===== src/hdl/swsd_pkg.sv =====
// Package for the sliding-window spread detector: sizes, register codes,
// queue entry layout, state machine types and inter-module structs.
// Depends on nothing; every other file of the block but swsd_ram imports it.
`default_nettype none
package swsd_pkg;

  localparam int WINDOW_MAX    = 4096;
  localparam int SAMPLE_BITS   = 20;
  localparam int SLOT_BITS     = $clog2(WINDOW_MAX);
  localparam int LEN_BITS      = SLOT_BITS + 1;
  localparam int WLEN_BITS     = 13;
  localparam int LIMIT_BITS    = 20;
  localparam int CFG_DATA_BITS = 20;
  localparam int COUNT_BITS    = 24;
  localparam logic [COUNT_BITS-1:0] COUNT_MAX = {COUNT_BITS{1'b1}};
  localparam int FIFO_DEPTH    = 2;
  localparam int FIFO_PTR_BITS = $clog2(FIFO_DEPTH);

  typedef enum logic [0:0] {
    REG_WINDOW_LENGTH,
    REG_SPREAD_LIMIT
  } cfg_reg_t;

  typedef struct packed {
    logic [SAMPLE_BITS-1:0] sample;
    logic                   last;
    logic [LEN_BITS-1:0]    len;
  } item_t;

  typedef struct packed {
    logic [FIFO_PTR_BITS:0] fill;
  } fr_stat_t;

  typedef struct packed {
    logic [SLOT_BITS-1:0]   slot;
    logic [SAMPLE_BITS-1:0] value;
  } q_entry_t;

  typedef struct packed {
    logic                   start;
    logic                   ack;
    logic                   restart;
    logic [SLOT_BITS-1:0]   slot;
    logic [SAMPLE_BITS-1:0] value;
    logic [LEN_BITS-1:0]    len;
  } q_cmd_t;

  typedef struct packed {
    logic                   done;
    logic [SAMPLE_BITS-1:0] front_value;
  } q_stat_t;

  typedef enum logic [3:0] {
    Q_IDLE,
    Q_EV1_RD,
    Q_EV1_CHK,
    Q_BK_RD,
    Q_BK_CHK,
    Q_PUSH,
    Q_EV2_RD,
    Q_EV2_CHK,
    Q_DONE
  } q_state_t;

  typedef enum logic [0:0] {
    B_IDLE,
    B_RUN
  } b_state_t;

endpackage
`default_nettype wire


===== src/hdl/swsd_front.sv =====
// Front part: takes requests, clamps the window length for each one and
// holds them in a two-entry queue for the back part. Depends on swsd_pkg.
`default_nettype none
module swsd_front (
  input  logic                             clk,
  input  logic                             rst,
  input  logic                             in_valid,
  output logic                             in_ready,
  input  logic [swsd_pkg::SAMPLE_BITS-1:0] sample_value,
  input  logic                             last_sample,
  input  logic [swsd_pkg::WLEN_BITS-1:0]   window_length,
  output logic                             item_valid,
  output swsd_pkg::item_t                  item,
  input  logic                             item_ready,
  output swsd_pkg::fr_stat_t               stat
);
  import swsd_pkg::*;

  item_t                  fifo_mem [FIFO_DEPTH];
  logic [FIFO_PTR_BITS-1:0] wr_ptr;
  logic [FIFO_PTR_BITS-1:0] rd_ptr;
  logic [FIFO_PTR_BITS:0]   fill;
  logic [LEN_BITS-1:0]      eff_len;
  logic                     push;
  logic                     pop;

  // Zero means one; anything beyond the ring depth means the full ring.
  always_comb begin
    if (window_length == '0) begin
      eff_len = LEN_BITS'(1);
    end else if (32'(window_length) > 32'(WINDOW_MAX)) begin
      eff_len = LEN_BITS'(WINDOW_MAX);
    end else begin
      eff_len = LEN_BITS'(window_length);
    end
  end

  assign in_ready   = (fill != (FIFO_PTR_BITS+1)'(FIFO_DEPTH));
  assign item_valid = (fill != '0);
  assign item       = fifo_mem[rd_ptr];
  assign push       = in_valid && in_ready;
  assign pop        = item_valid && item_ready;
  assign stat.fill  = fill;

  always_ff @(posedge clk) begin
    if (rst) begin
      wr_ptr <= '0;
      rd_ptr <= '0;
      fill   <= '0;
    end else begin
      if (push) begin
        wr_ptr <= wr_ptr + FIFO_PTR_BITS'(1);
      end
      if (pop) begin
        rd_ptr <= rd_ptr + FIFO_PTR_BITS'(1);
      end
      if (push && !pop) begin
        fill <= fill + (FIFO_PTR_BITS+1)'(1);
      end else if (pop && !push) begin
        fill <= fill - (FIFO_PTR_BITS+1)'(1);
      end
    end
  end

  always_ff @(posedge clk) begin
    if (push) begin
      fifo_mem[wr_ptr] <= '{sample: sample_value, last: last_sample, len: eff_len};
    end
  end
endmodule
`default_nettype wire


===== config.mk =====
export PLATFORM = sky130hd
export DESIGN_NAME = swsd_front
export DESIGN_NICKNAME = d
export VERILOG_FILES = /design/src/hdl/swsd_pkg.sv /design/src/hdl/swsd_front.sv
export SDC_FILE = /design/constraint.sdc
export NUM_CORES = 1
export LEC_CHECK = 0
export CORE_ASPECT_RATIO = 1.4
export CORE_MARGIN = 2
export CORE_UTILIZATION = 40
export DETAILED_ROUTE_END_ITERATION = 8
export DONT_BUFFER_PORTS = 1
export PLACE_DENSITY = 0.65
export SETUP_SLACK_MARGIN = 0.3
export SKIP_CTS_REPAIR_TIMING = 1
export SYNTH_ARGS = -nofsm -noshare
export SYNTH_HDL_FRONTEND = slang
export SYNTH_SLANG_ARGS = --single-unit

===== constraint.sdc =====
create_clock -name clk -period 2.6 [get_ports clk]
set_input_delay 0.13 -clock clk [delete_from_list [all_inputs] [get_ports clk]]
set_output_delay 0.13 -clock clk [all_outputs]
set_load 0.1 [all_outputs]

==> flow_summary.rst <==
.. list-table::
   :header-rows: 1

   * - Metric
     - Value
   * - Outcome
     - completed
   * - Instance count along the most critical hold path
     - 1
   * - Highest clock frequency the design can meet
     - 493 MHz
   * - Sum of overflow across all layers after global routing
     - 0
   * - Largest net degree at the start of global routing
     - 35
   * - Avg WL per Cell
     - 17.9 um
   * - Per-cell via count in the routed design
     - 4.88
   * - Total global-route track usage
     - 12.8%
   * - DRC marker count from the first detailed-route iteration
     - 72
   * - Total area of multi-input combinational cells
     - 607 um^2
   * - Count of input and output buffers
     - 0
   * - Worst Hold Path EP
     - fifo_mem[1][10]$_DFFE_PP_
   * - DRC violations left
     - 0
   * - Reg-to-reg critical path endpoint
     - stat[1]$_SDFFE_PP0P_
   * - Yosys warning total
     - 0
   * - Maximum Capacitance Violations
     - 0
   * - Share of Yosys cell area claimed by the top area cell type
     - 73.5%
   * - Via count of the first global-routing pass
     - 1396
   * - DR pass1 iterations
     - 4
   * - Final hold viol count
     - 0
   * - Total number of placement rows
     - 35
   * - Predominant post-synthesis flop cell
     - sky130_fd_sc_hd__edfxtp_1
   * - Critical path origin
     - stat[1]$_SDFFE_PP0P_
   * - Clock sink count
     - 73
   * - Antenna diode count
     - 0
   * - EDFF count, synth
     - 68
   * - Clock period minus final worst setup slack
     - 2.03 ns
   * - Post-detailed-route count of antenna-violating nets
     - 0
   * - Area added between synthesis and finish
     - 20.2%
   * - Area of the die
     - 7640 um^2
   * - Layout cell share with drive strength beyond 1
     - 32.1%
   * - Number of synthesized register bits
     - 73
   * - Largest stage delay on the critical path
     - 0.73 ns
   * - FF/Latch Area
     - 2140 um^2
   * - Fin. max-slew vios
     - 0
   * - Crit path buf inv count
     - 0
   * - Clock buffer depth
     - 2
   * - Setup Crit Path Kind
     - reg -> reg
   * - CP cell instances
     - o21ai_0, ha_1, xor2_1, or3_1, a21oi_1
   * - Width of the chip
     - 74.4 um
   * - Netlist cell types
     - 23
   * - Clock Latency Late Sink
     - 0.32 ns
   * - Transition time of the tightest slew-check pin
     - 0.619 ns
   * - Worst path top cell family by delay
     - flip-flops
   * - Origin of the worst min-delay path
     - window_length[12]
   * - Origin of the critical flop-to-flop path
     - stat[1]$_SDFFE_PP0P_
   * - H-tree levels
     - 3
   * - Worst Path Required
     - 2.84 ns
   * - Die outline height
     - 103 um
   * - Most used standard cell by instance count after synthesis
     - sky130_fd_sc_hd__edfxtp_1
   * - Synthesized Nets
     - 187
   * - CTS root buffer
     - sky130_fd_sc_hd__clkbuf_8
   * - Largest fanout on the critical path
     - 6
   * - Total half-perimeter wirelength after legalization and detailed placement
     - 3.23 mm
   * - Area leader, netlist
     - sky130_fd_sc_hd__edfxtp_1
   * - Sequential fraction of the synthesis area
     - 77.1%
   * - Headroom to the max-slew limit
     - 58.7%
   * - Setup TNS Final
     - 0 ns
   * - Final net count
     - 224
   * - First-pass GRT wire length
     - 6.81 mm
   * - Main area contributors after synthesis
     - sky130_fd_sc_hd__edfxtp_1 (73%), sky130_fd_sc_hd__mux2_2 (14%), sky130_fd_sc_hd__dfxtp_1 (3.6%)
   * - Type of element capturing the critical path
     - register
   * - Instance count of the mapped netlist
     - 148
   * - Routed wire length
     - 5.04 mm
   * - Fill cells
     - 583
   * - Post-route clock period utilization
     - 78.0%
   * - Unrepaired setup endpoints after global routing
     - false
   * - Average cell area after synthesis
     - 18.8 um^2
   * - Clock edge transition at the registers on the reported setup and hold paths
     - 0.07 ns
   * - TritonCTS buffer count
     - 9
   * - Critical-path cell with the highest stage delay
     - sky130_fd_sc_hd__dfxtp_2
   * - Clk_skew
     - 0.00413 ns
   * - Initial core utilization
     - 41.7%
   * - TritonCTS clock tree
     - built
   * - Commonest cells post-synth
     - sky130_fd_sc_hd__edfxtp_1 (68), sky130_fd_sc_hd__mux2_2 (34), sky130_fd_sc_hd__nor2b_1 (11), sky130_fd_sc_hd__dfxtp_1 (5), sky130_fd_sc_hd__nor2_1 (4)
   * - Logic depth of the worst register-to-register path
     - 5
   * - I/O Pins
     - 76
   * - Data arrival time of the critical path
     - 2.27 ns
   * - Share of synthesized flip-flops with an asynchronous set or reset
     - 0%
   * - Core area
     - 6660 um^2
   * - Mapped Area
     - 2780 um^2
   * - Antenna violations before repair
     - 0
   * - Min-Delay Path Class
     - in -> reg
   * - # setup viols final
     - 0
   * - Worst setup slack for register-to-register paths
     - 0.57 ns
   * - Critical path launch point type
     - register
   * - Via count of the routed design
     - 1376
   * - Gpl congestion
     - 0.694
[sequential cells by signal, indices dropped and copies added, names as in the netlist, named ones only]
signal,flops
fifo_mem,68
wr_ptr,1
stat,2
rd_ptr,1
[area by class of cell]
type                    instances  area share, %
multi-input cells              68           18.2
clock buffers                  11           3.93
flip-flops and latches         73           64.2
repair buffers                 32           9.36
well taps                      92           3.45
clock inverters                 5          0.674
inverters                       1          0.225
[kinds of logic (layout without fill, tap and decap cells)]
family          Yosys count  after routing  share of synthesized area [%]
flops                    73             73                           77.1
mux                      34             34                           13.8
simple gates             24             24                           5.04
buf+inv                   7             49                           1.40
compound gates            6              6                           1.31
xor+xnor                  3              3                          0.946
fa+ha+maj                 1              1                          0.450
[worst max path at each step]
stage	endpoint	slack [ns]	cells past startpoint
floorplan	fifo_mem[0][0]$_DFFE_PP_	0.46	3
global placement	stat[1]$_SDFFE_PP0P_	0.76	4
detailed placement	stat[1]$_SDFFE_PP0P_	0.58	5
CTS	stat[1]$_SDFFE_PP0P_	0.57	5
global route	stat[1]$_SDFFE_PP0P_	0.51	5
finish	stat[1]$_SDFFE_PP0P_	0.57	5
[layout by cell type, fill, tap and decap left out, drive strengths merged]
| cell | n |
|---|---|
| edfxtp | 68 |
| buf | 8 |
| mux2 | 34 |
| dfxtp | 5 |
| clkbuf | 11 |
| and2 | 1 |
| o21ai | 2 |
| dlygate4sd3 | 24 |
| a21bo | 1 |
| clkinvlp | 1 |
| a21oi | 2 |
| nor4 | 2 |
| nor2 | 4 |
| nand2b | 1 |
| nand3b | 1 |
| nor3 | 1 |
| or2 | 1 |
| xor2 | 3 |
| or3 | 1 |
| and3 | 1 |
| nor2b | 11 |
| ha | 1 |
| clkinv | 5 |
| a31oi | 1 |
[per-layer routing]
layer	vias to the layer above	GRT usage, %	wire length [um]
li1	636	-	-
met1	679	11.7	1860
met4	0	5.91	85
met5	-	0	0
met3	8	6.45	290
met2	53	23.0	2800
[per-stage QoR]
stage / std cells / hold WS, ns / utilization, % / setup WS (ns) / area [um^2]
floorplan: 148 / 0.192 / - / 0.459 / 2790
global placement: 242 / 0.193 / 44.3 / 0.763 / 2950
detailed placement: 242 / 0.203 / 44.3 / 0.584 / 2950
CTS: 258 / -0.159 / 46.6 / 0.567 / 3100
global route: 282 / 0.000546 / 50.2 / 0.509 / 3340
finish: 282 / 0.0161 / 50.2 / 0.572 / 3340
Power is not shown: default switching activity piles up to over one toggle a cycle in this logic, so the estimate is an artifact.
